### config.mk
export PLATFORM = sky130hd
export DESIGN_NAME = prescaled_reload_timer
export DESIGN_NICKNAME = d
export VERILOG_FILES = /design/src/prt_pkg.sv /design/src/prescaled_reload_timer.sv /design/src/prt_mod.sv /design/src/prt_datapath.sv /design/src/prt_ctrl.sv
export SDC_FILE = /design/constraint.sdc
export NUM_CORES = 1
export LEC_CHECK = 0
export BUFFER_PORTS_ARGS = -buffer_cell sky130_fd_sc_hd__buf_2
export CORE_MARGIN = 5
export CORE_UTILIZATION = 55
export DETAILED_ROUTE_END_ITERATION = 10
export PLACE_DENSITY = 0.72
export REMOVE_ABC_BUFFERS = 1
export SLEW_MARGIN = 20
export SYNTH_ARGS = -nofsm -noshare
export SYNTH_HDL_FRONTEND = slang
export SYNTH_SLANG_ARGS = --single-unit
### constraint.sdc
create_clock -name clk -period 11.7 [get_ports clk]
set_clock_uncertainty 0.2 [all_clocks]
set_input_delay 0.585 -clock clk [delete_from_list [all_inputs] [get_ports clk]]
set_output_delay 0.585 -clock clk [all_outputs]
set_load 0.02 [all_outputs]
### src/prt_pkg.sv
// Types, codes and constants for the prescaled reload timer.
// Used by every module of the block; depends on nothing.
package prt_pkg;

  typedef enum logic [1:0] {
    MODE_READ    = 2'd0,
    MODE_WRITE   = 2'd1,
    MODE_ADVANCE = 2'd2,
    MODE_NONE    = 2'd3
  } prt_mode_t;

  typedef enum logic [1:0] {
    PRE_DIV1    = 2'd0,
    PRE_DIV64   = 2'd1,
    PRE_DIV256  = 2'd2,
    PRE_DIV1024 = 2'd3
  } prt_pre_t;

  localparam int CycleW   = 16;
  localparam int AccW     = 10;
  localparam int TickW    = 17;
  localparam int ModW     = 17;
  localparam int DivSteps = ModW;
  localparam int StepW    = $clog2(DivSteps + 1);
  localparam int EnableBit = 7;

  typedef struct packed {
    logic [1:0]        mode;
    logic [1:0]        byte_offset;
    logic [7:0]        write_data;
    logic [CycleW-1:0] cycle_count;
  } prt_in_t;

  typedef struct packed {
    logic [7:0] read_data;
    logic       overflowed;
  } prt_out_t;

  typedef struct packed {
    logic load;        // take a new request
    logic exec;        // read, write, or prescale step of an advance
    logic add;         // add ticks to counter, start remainder on wrap
    logic mod_finish;  // reload plus remainder into counter
    logic push;        // move result into output register
  } prt_cmd_t;

  typedef struct packed {
    prt_mode_t mode;
    logic      adv_skip;
    logic      wrap;
    logic      mod_done;
    logic      out_busy;
  } prt_status_t;

endpackage

### src/prescaled_reload_timer.sv
// Prescaled reload timer, top level. Depends on prt_pkg, prt_ctrl, prt_datapath.
// Sequence: every request is loaded, executed and pushed to the result register;
// an advance that steps the counter also runs an add step, and one that wraps
// then waits on the 17-step remainder unit. Only one request is in flight at a
// time, and the push waits while the result register is full. Reset (rst, sync) clears
// counter, reload, control (timer disabled), prescaler and output valid.
module prescaled_reload_timer
  import prt_pkg::*;
#(
  parameter int CYCLE_BITS = 16
) (
  input  logic     clk,
  input  logic     rst,
  input  logic     in_valid,
  output logic     in_ready,
  input  prt_in_t  in_data,
  output logic     out_valid,
  input  logic     out_ready,
  output prt_out_t out_data
);

  localparam logic [CycleW-1:0] CycleMask =
    (CYCLE_BITS >= CycleW) ? {CycleW{1'b1}} : CycleW'((64'd1 << CYCLE_BITS) - 64'd1);

  prt_in_t     item_in;
  prt_cmd_t    cmd;
  prt_status_t status;

  always_comb begin
    item_in             = in_data;
    item_in.cycle_count = in_data.cycle_count & CycleMask;
  end

  prt_ctrl u_ctrl (
    .clk      (clk),
    .rst      (rst),
    .in_valid (in_valid),
    .in_ready (in_ready),
    .status   (status),
    .cmd      (cmd)
  );

  prt_datapath u_dp (
    .clk       (clk),
    .rst       (rst),
    .item_in   (item_in),
    .cmd       (cmd),
    .status    (status),
    .out_valid (out_valid),
    .out_ready (out_ready),
    .out_data  (out_data)
  );

  a_one_in_flight: assert property (@(posedge clk) disable iff (rst)
    (in_valid && in_ready) |=> !in_ready)
    else $error("request taken while another is in flight");

  a_no_overwrite: assert property (@(posedge clk) disable iff (rst)
    cmd.push |-> !(out_valid && !out_ready))
    else $error("result register overwritten before taken");

  a_result_follows_request: assert property (@(posedge clk) disable iff (rst)
    cmd.push |=> out_valid && in_ready)
    else $error("result push did not free the sequencer");

  a_finish_after_div: assert property (@(posedge clk) disable iff (rst)
    cmd.mod_finish |-> status.mod_done && !in_ready)
    else $error("remainder used before it was ready");

endmodule

### src/prt_mod.sv
// Iterative remainder unit: one restoring step per cycle.
// Depends on prt_pkg.
module prt_mod
  import prt_pkg::*;
(
  input  logic            clk,
  input  logic            rst,
  input  logic            start,
  input  logic [ModW-1:0] dividend,
  input  logic [ModW-1:0] divisor,
  output logic            done,
  output logic [ModW-1:0] remainder
);

  logic [ModW-1:0]  dvd;
  logic [ModW-1:0]  dvs;
  logic [ModW-1:0]  rem;
  logic [StepW-1:0] steps;
  logic             busy;
  logic [ModW:0]    rem_shift;
  logic [ModW:0]    rem_sub;

  assign rem_shift = {rem, dvd[ModW-1]};
  assign rem_sub   = rem_shift - {1'b0, dvs};
  assign remainder = rem;

  always_ff @(posedge clk) begin
    if (rst) begin
      busy  <= 1'b0;
      done  <= 1'b0;
      steps <= '0;
    end else if (start) begin
      busy  <= 1'b1;
      done  <= 1'b0;
      steps <= StepW'(DivSteps);
      dvd   <= dividend;
      dvs   <= divisor;
      rem   <= '0;
    end else if (busy) begin
      dvd <= {dvd[ModW-2:0], 1'b0};
      if (rem_shift >= {1'b0, dvs}) begin
        rem <= rem_sub[ModW-1:0];
      end else begin
        rem <= rem_shift[ModW-1:0];
      end
      steps <= steps - 1'b1;
      if (steps == StepW'(1)) begin
        busy <= 1'b0;
        done <= 1'b1;
      end
    end
  end

endmodule

### src/prt_datapath.sv
// Timer datapath: counter, reload, control, prescale accumulator, result.
// Depends on prt_pkg and prt_mod.
module prt_datapath
  import prt_pkg::*;
(
  input  logic        clk,
  input  logic        rst,
  input  prt_in_t     item_in,
  input  prt_cmd_t    cmd,
  output prt_status_t status,
  output logic        out_valid,
  input  logic        out_ready,
  output prt_out_t    out_data
);

  prt_in_t           item;
  logic [15:0]       count_value;
  logic [15:0]       reload_value;
  logic [15:0]       control_word;
  logic [AccW-1:0]   acc;
  logic [TickW-1:0]  ticks;
  prt_out_t          res;

  logic [TickW-1:0]  total;
  logic [TickW-1:0]  ticks_next;
  logic [AccW-1:0]   acc_next;
  logic [15:0]       rd_src;
  logic [7:0]        rd_byte;
  logic [15:0]       count_wr;
  logic [15:0]       control_wr;
  logic [TickW:0]    sum;
  logic [TickW:0]    rest_full;
  logic [ModW-1:0]   period;
  logic              mod_done;
  logic [ModW-1:0]   mod_rem;
  logic [ModW-1:0]   reload_sum;

  assign total = {{(TickW-AccW){1'b0}}, acc} + {{(TickW-CycleW){1'b0}}, item.cycle_count};

  always_comb begin
    case (prt_pre_t'(control_word[1:0]))
      PRE_DIV1: begin
        ticks_next = total;
        acc_next   = '0;
      end
      PRE_DIV64: begin
        ticks_next = total >> 6;
        acc_next   = AccW'(total[5:0]);
      end
      PRE_DIV256: begin
        ticks_next = total >> 8;
        acc_next   = AccW'(total[7:0]);
      end
      default: begin
        ticks_next = total >> 10;
        acc_next   = total[9:0];
      end
    endcase
  end

  assign rd_src  = item.byte_offset[1] ? control_word : count_value;
  assign rd_byte = item.byte_offset[0] ? rd_src[15:8] : rd_src[7:0];

  always_comb begin
    count_wr   = count_value;
    control_wr = control_word;
    if (item.byte_offset[0]) begin
      count_wr[15:8]   = item.write_data;
      control_wr[15:8] = item.write_data;
    end else begin
      count_wr[7:0]   = item.write_data;
      control_wr[7:0] = item.write_data;
    end
  end

  assign sum        = {{(TickW-15){1'b0}}, count_value} + {1'b0, ticks};
  assign rest_full  = sum - (TickW+1)'(17'h10000);
  assign period     = 17'h10000 - {1'b0, reload_value};
  assign reload_sum = {1'b0, reload_value} + mod_rem;

  assign status.mode     = prt_mode_t'(item.mode);
  assign status.adv_skip = !control_word[EnableBit] || (item.cycle_count == '0);
  assign status.wrap     = sum[TickW:16] != '0;
  assign status.mod_done = mod_done;
  assign status.out_busy = out_valid && !out_ready;

  prt_mod u_mod (
    .clk       (clk),
    .rst       (rst),
    .start     (cmd.add && status.wrap),
    .dividend  (rest_full[ModW-1:0]),
    .divisor   (period),
    .done      (mod_done),
    .remainder (mod_rem)
  );

  always_ff @(posedge clk) begin
    if (rst) begin
      count_value  <= '0;
      reload_value <= '0;
      control_word <= '0;
      acc          <= '0;
      out_valid    <= 1'b0;
    end else begin
      if (cmd.exec) begin
        res <= '{read_data: (prt_mode_t'(item.mode) == MODE_READ) ? rd_byte : 8'h00,
                 overflowed: 1'b0};
        case (prt_mode_t'(item.mode))
          MODE_READ: begin
          end
          MODE_WRITE: begin
            if (item.byte_offset[1]) begin
              control_word <= control_wr;
              acc          <= '0;
              if (control_wr[EnableBit] && !control_word[EnableBit]) begin
                count_value <= reload_value;
              end
            end else begin
              count_value  <= count_wr;
              reload_value <= count_wr;
            end
          end
          MODE_ADVANCE: begin
            if (!status.adv_skip) begin
              ticks <= ticks_next;
              acc   <= acc_next;
            end
          end
          default: begin
          end
        endcase
      end
      if (cmd.add && !status.wrap) begin
        count_value <= sum[15:0];
      end
      if (cmd.mod_finish) begin
        count_value    <= reload_sum[15:0];
        res.overflowed <= 1'b1;
      end
      if (cmd.push) begin
        out_valid <= 1'b1;
        out_data  <= res;
      end else if (out_ready) begin
        out_valid <= 1'b0;
      end
    end
  end

  always_ff @(posedge clk) begin
    if (cmd.load) begin
      item <= item_in;
    end
  end

endmodule

### src/prt_ctrl.sv
// Timer sequencer: steps each request through the datapath.
// Depends on prt_pkg.
module prt_ctrl
  import prt_pkg::*;
(
  input  logic        clk,
  input  logic        rst,
  input  logic        in_valid,
  output logic        in_ready,
  input  prt_status_t status,
  output prt_cmd_t    cmd
);

  typedef enum logic [2:0] {
    S_IDLE,
    S_EXEC,
    S_ADD,
    S_DIV,
    S_FINISH
  } state_t;

  state_t state;
  state_t state_next;

  assign in_ready = (state == S_IDLE);

  always_comb begin
    cmd        = '0;
    state_next = state;
    case (state)
      S_IDLE: begin
        if (in_valid) begin
          cmd.load   = 1'b1;
          state_next = S_EXEC;
        end
      end
      S_EXEC: begin
        cmd.exec = 1'b1;
        if (status.mode == MODE_ADVANCE && !status.adv_skip) begin
          state_next = S_ADD;
        end else begin
          state_next = S_FINISH;
        end
      end
      S_ADD: begin
        cmd.add    = 1'b1;
        state_next = status.wrap ? S_DIV : S_FINISH;
      end
      S_DIV: begin
        if (status.mod_done) begin
          cmd.mod_finish = 1'b1;
          state_next     = S_FINISH;
        end
      end
      S_FINISH: begin
        if (!status.out_busy) begin
          cmd.push   = 1'b1;
          state_next = S_IDLE;
        end
      end
      default: begin
        state_next = S_IDLE;
      end
    endcase
  end

  always_ff @(posedge clk) begin
    if (rst) begin
      state <= S_IDLE;
    end else begin
      state <= state_next;
    end
  end

endmodule
==> impl_results.md <==
* Syn-to-layout area delta at 10.2%
* Die span in y at 150 um
* Worst path max stage delay at 0.65 ns
* Setup bufs post-CTS at 0
* Core area at 19300 um2
* Synth Area in Compound Gates at 0.155
* DR pass1 iterations at 5
* Placed cell count at 1349
* Vias in the first global route at 7930
* Final hold violations at 0
* First-pass GRT wire length at 42100 um
* Worst reg2reg startpoint: u_dp.ticks[0]
* Layout Nets at 1203
* Sequential fraction of the synthesis area at 0.447
* HP Class: in2reg
* Crit-path cells: ha_1 > fa_1 > a211o_1 > a21o_1 > a21oi_2 > o221ai_4 > a31oi_4 > nand3_1 > o221a_2
* Starting density of the core at 0.556
* Bufs and invs on worst path at 0
* Sw Share at 0.280
* Total Routing Usage GR at 0.240
* Adder-cell share of the synthesized area at 0.0819
* Antenna cells at 0
* I/O Buffers at 42
* Critical path type: reg2reg
* CP max-delay cell: nand3_1
* Pwr Density at 133 nW/um2
* Clock Tree Buf Depth at 2
* Comb pwr share at 0.142
* Simple-gate portion of the synthesized area at 0.161
* Clock Tree Root: clkbuf_16
* Die ar. at 22400 um2
* WL/cell at 18.6 um
* Vias per cell at 5.90
* Largest family of logic cells by synthesized area: simple AND/OR/NAND/NOR gates
* FF+latch count, synth at 183
* WL final at 25700 um
* Fill count at 1594
* Iter 0 DRT Violations at 602
* Detailed-route DRC error count at 0
* Antenna Nets Post-Route at 0
* Hold buffers post-CTS at 0
* CP Launch Point: u_dp.ticks[0]
* Share of power burned in registers at 0.473
* Storage cell area at 4800 um2
* Peak supply drop at 109 uV
* MaxCap Viol Count at 0
* DP HPWL at 19300 um
* Final GP Congestion at 0.914
* Distinct cell type count after synthesis at 66
* TritonCTS buffer count at 17
* Int Pwr at 1130 uW
* Rows at 51
* Fmax achieved at 0.256 GHz
* Worst path arrival time at 4.03 ns
* Multi-input logic area at 5630 um2
* Final Max Slew Viols at 0
* Clock slew at reported path FFs at 0.08 ns
* Initial antenna violation count at 0
* EDFF count, synth at 114
* Largest net degree at the start of global routing at 38
* Clock Sink Count at 183
* Mux cell area share after synthesis at 0.0680
* Setup crit start kind: flop
* Max transition margin at 0.421
* Post-Synth XOR/XNOR Area at 0.0570
* Crit path max-delay family: compound AO/OA/AOI/OAI gates
* Synth warn at 0
* Chip Width at 150 um
* Status: complete, no violations
* Leak at 0.00473 uW
* Worst Path Max Fanout at 18
* Cell count after synthesis at 1075
* Switch Pwr at 441 uW
* Synth Flop Type: edfxtp_1
* Tcrit/Tclk final at 0.333
* Crit end category: flop
* Worst Tran Pin Value at 0.868 ns
* Clock power share at 0.386
* Post-synth ARST share at 0
* Total grt overflow at 0
* Vias after detailed routing at 8142
* Crit path time final at 3.90 ns
* Setup TNS at 0 ns
* Non-Filler Instances at 1381
* Mapped cell area at 10800 um2
* Final setup vio count at 0
* Cts repair resizes at 0
* Unrepaired setup endpoints after global routing: no
* Syn Area/Cell at 10.0 um2
* Boundary pin count at 43
* CTS tree: built
* Worst endpoint required time at 11.83 ns
* Share of layout cells above drive strength 1 at 0.105
* Hold Path Origin: in_data[16]
* H-tree depth at 4
* Clock latency on the worst-skew pair at 0.44 ns
## cells in the final DEF, fill, tap and decap left out, types with 4 or more instances in the layout
cell         n
nand2_1     76
and2_1      15
clkbuf_16   17
a21oi_1     50
buf_2       42
ha_1        64
xnor2_1     44
or2_2        5
mux2i_1     46
a221oi_1     7
and3_1       6
xor2_1      26
a211o_1      4
inv_1       39
buf_4       11
o21a_1      12
mux2_2       4
mux4_2      10
nand4_1      7
o21ai_0     43
nor2_1     140
nand2b_1    12
fa_1         4
o22ai_1      5
a211oi_1    41
nor2b_1     18
a31oi_1      4
a41oi_1      4
nor3_1      35
nand3_1     17
a21o_1      21
a22oi_1      6
clkinv_8     4
nor4_1       9
edfxtp_1   114
or3_1       10
dfxtp_1     69
a32oi_1      4
nor3b_1      4
## per-stage QoR
stage	area (um2)	hold WS (ns)	util	total power (uW)	setup WS (ns)
after floorplan	10600	0.200	-	908	6.43
after global placement	11200	0.201	0.580	976	7.90
after detailed placement	11200	0.205	0.580	978	7.83
after CTS	11800	0.0983	0.613	1580	7.76
after global routing	11800	0.0913	0.613	1640	7.53
final	11800	0.110	0.613	1580	7.80
## cells in the mapped netlist, types with 5 or more instances
cell	instances	area [um2]
a21o_1	21	158
inv_1	39	146
xor2_1	26	228
a221oi_1	7	61.3
o21ai_0	43	215
clkbuf_1	35	131
o21a_1	12	90.1
a21oi_1	51	255
nand2_1	76	285
mux2i_1	46	460
nor4_1	9	56.3
nor3_1	36	180
nand4_1	7	43.8
mux4_2	10	225
nand2b_1	12	75.1
a22oi_1	6	45.0
edfxtp_1	114	3420
ha_1	64	801
nand3_1	17	85.1
and2_1	16	100
a31oi_1	5	31.3
o22ai_1	5	31.3
a211oi_1	41	308
xnor2_1	44	385
nor2_1	141	529
or2_2	5	31.3
and3_1	6	37.5
nor2b_1	18	113
dfxtp_1	69	1380
or3_1	10	62.6
## path summary, 6_finish.rpt
path / slack (ns) / cells past startpoint / to
worst max-delay path: 7.80 / 9 / u_dp.count_value[15]
worst min-delay path: 0.11 / 1 / u_dp.item[16]
worst max register to register: 7.80 / 9 / u_dp.count_value[15]
worst min register to register: 0.22 / 0 / u_dp.out_data[5]
## state kept, by name, summed over array words and instances, names as in the netlist
signal                cells
u_dp.u_mod.dvs           17
u_dp.u_mod.remainder     17
u_dp.u_mod.busy           1
u_dp.count_value         16
u_dp.control_word        16
u_dp.u_mod.done           1
u_dp.reload_value        16
u_dp.acc                 10
u_dp.item                26
u_dp.u_mod.dvd           17
u_dp.u_mod.steps          5
u_dp.out_valid            1
u_dp.out_data             9
u_dp.ticks               17
u_ctrl.state              3
u_dp.res                  9
u_dp.status               2
## logic make-up after synthesis
logic type / after synthesis
simple gates: 369
compound gates: 241
flops: 183
buf+inv: 84
xor+xnor: 70
fa+ha+maj: 68
mux: 60
## layout make-up
| type | count | area share |
|---|---|---|
| well taps | 265 | 0.0280 |
| flip-flops and latches | 183 | 0.406 |
| clock buffers | 17 | 0.0359 |
| repair buffers | 53 | 0.0247 |
| clock inverters | 15 | 0.0177 |
| multi-input cells | 808 | 0.475 |
| inverters | 40 | 0.0127 |
## routing by layer
| layer | wire, um | part of all wire | global-route usage |
|---|---|---|---|
| met1 | 11400 | 0.44 | 0.332 |
| met2 | 11900 | 0.46 | 0.383 |
| met3 | 1390 | 0.054 | 0.0360 |
| met4 | 951 | 0.037 | 0.0938 |
| met5 | 0 | 0 | 0 |
## worst reg2reg max path, cell delays in order, from the launching register on
cell      delay [ns]
edfxtp_1        0.37
ha_1            0.24
fa_1            0.42
a211o_1         0.32
a21o_1          0.20
a21oi_2         0.26
o221ai_4        0.19
a31oi_4         0.42
nand3_1         0.65
o221a_2         0.53
## power groups by stage
stage / clock network [uW] / registers, uW / logic (uW)
floorplan: 0 / 754 / 154
global placement: 0 / 758 / 218
detailed placement: 0 / 759 / 220
CTS: 615 / 744 / 222
global route: 648 / 747 / 247
finish: 607 / 745 / 223
(Power assumes the default switching activity.)
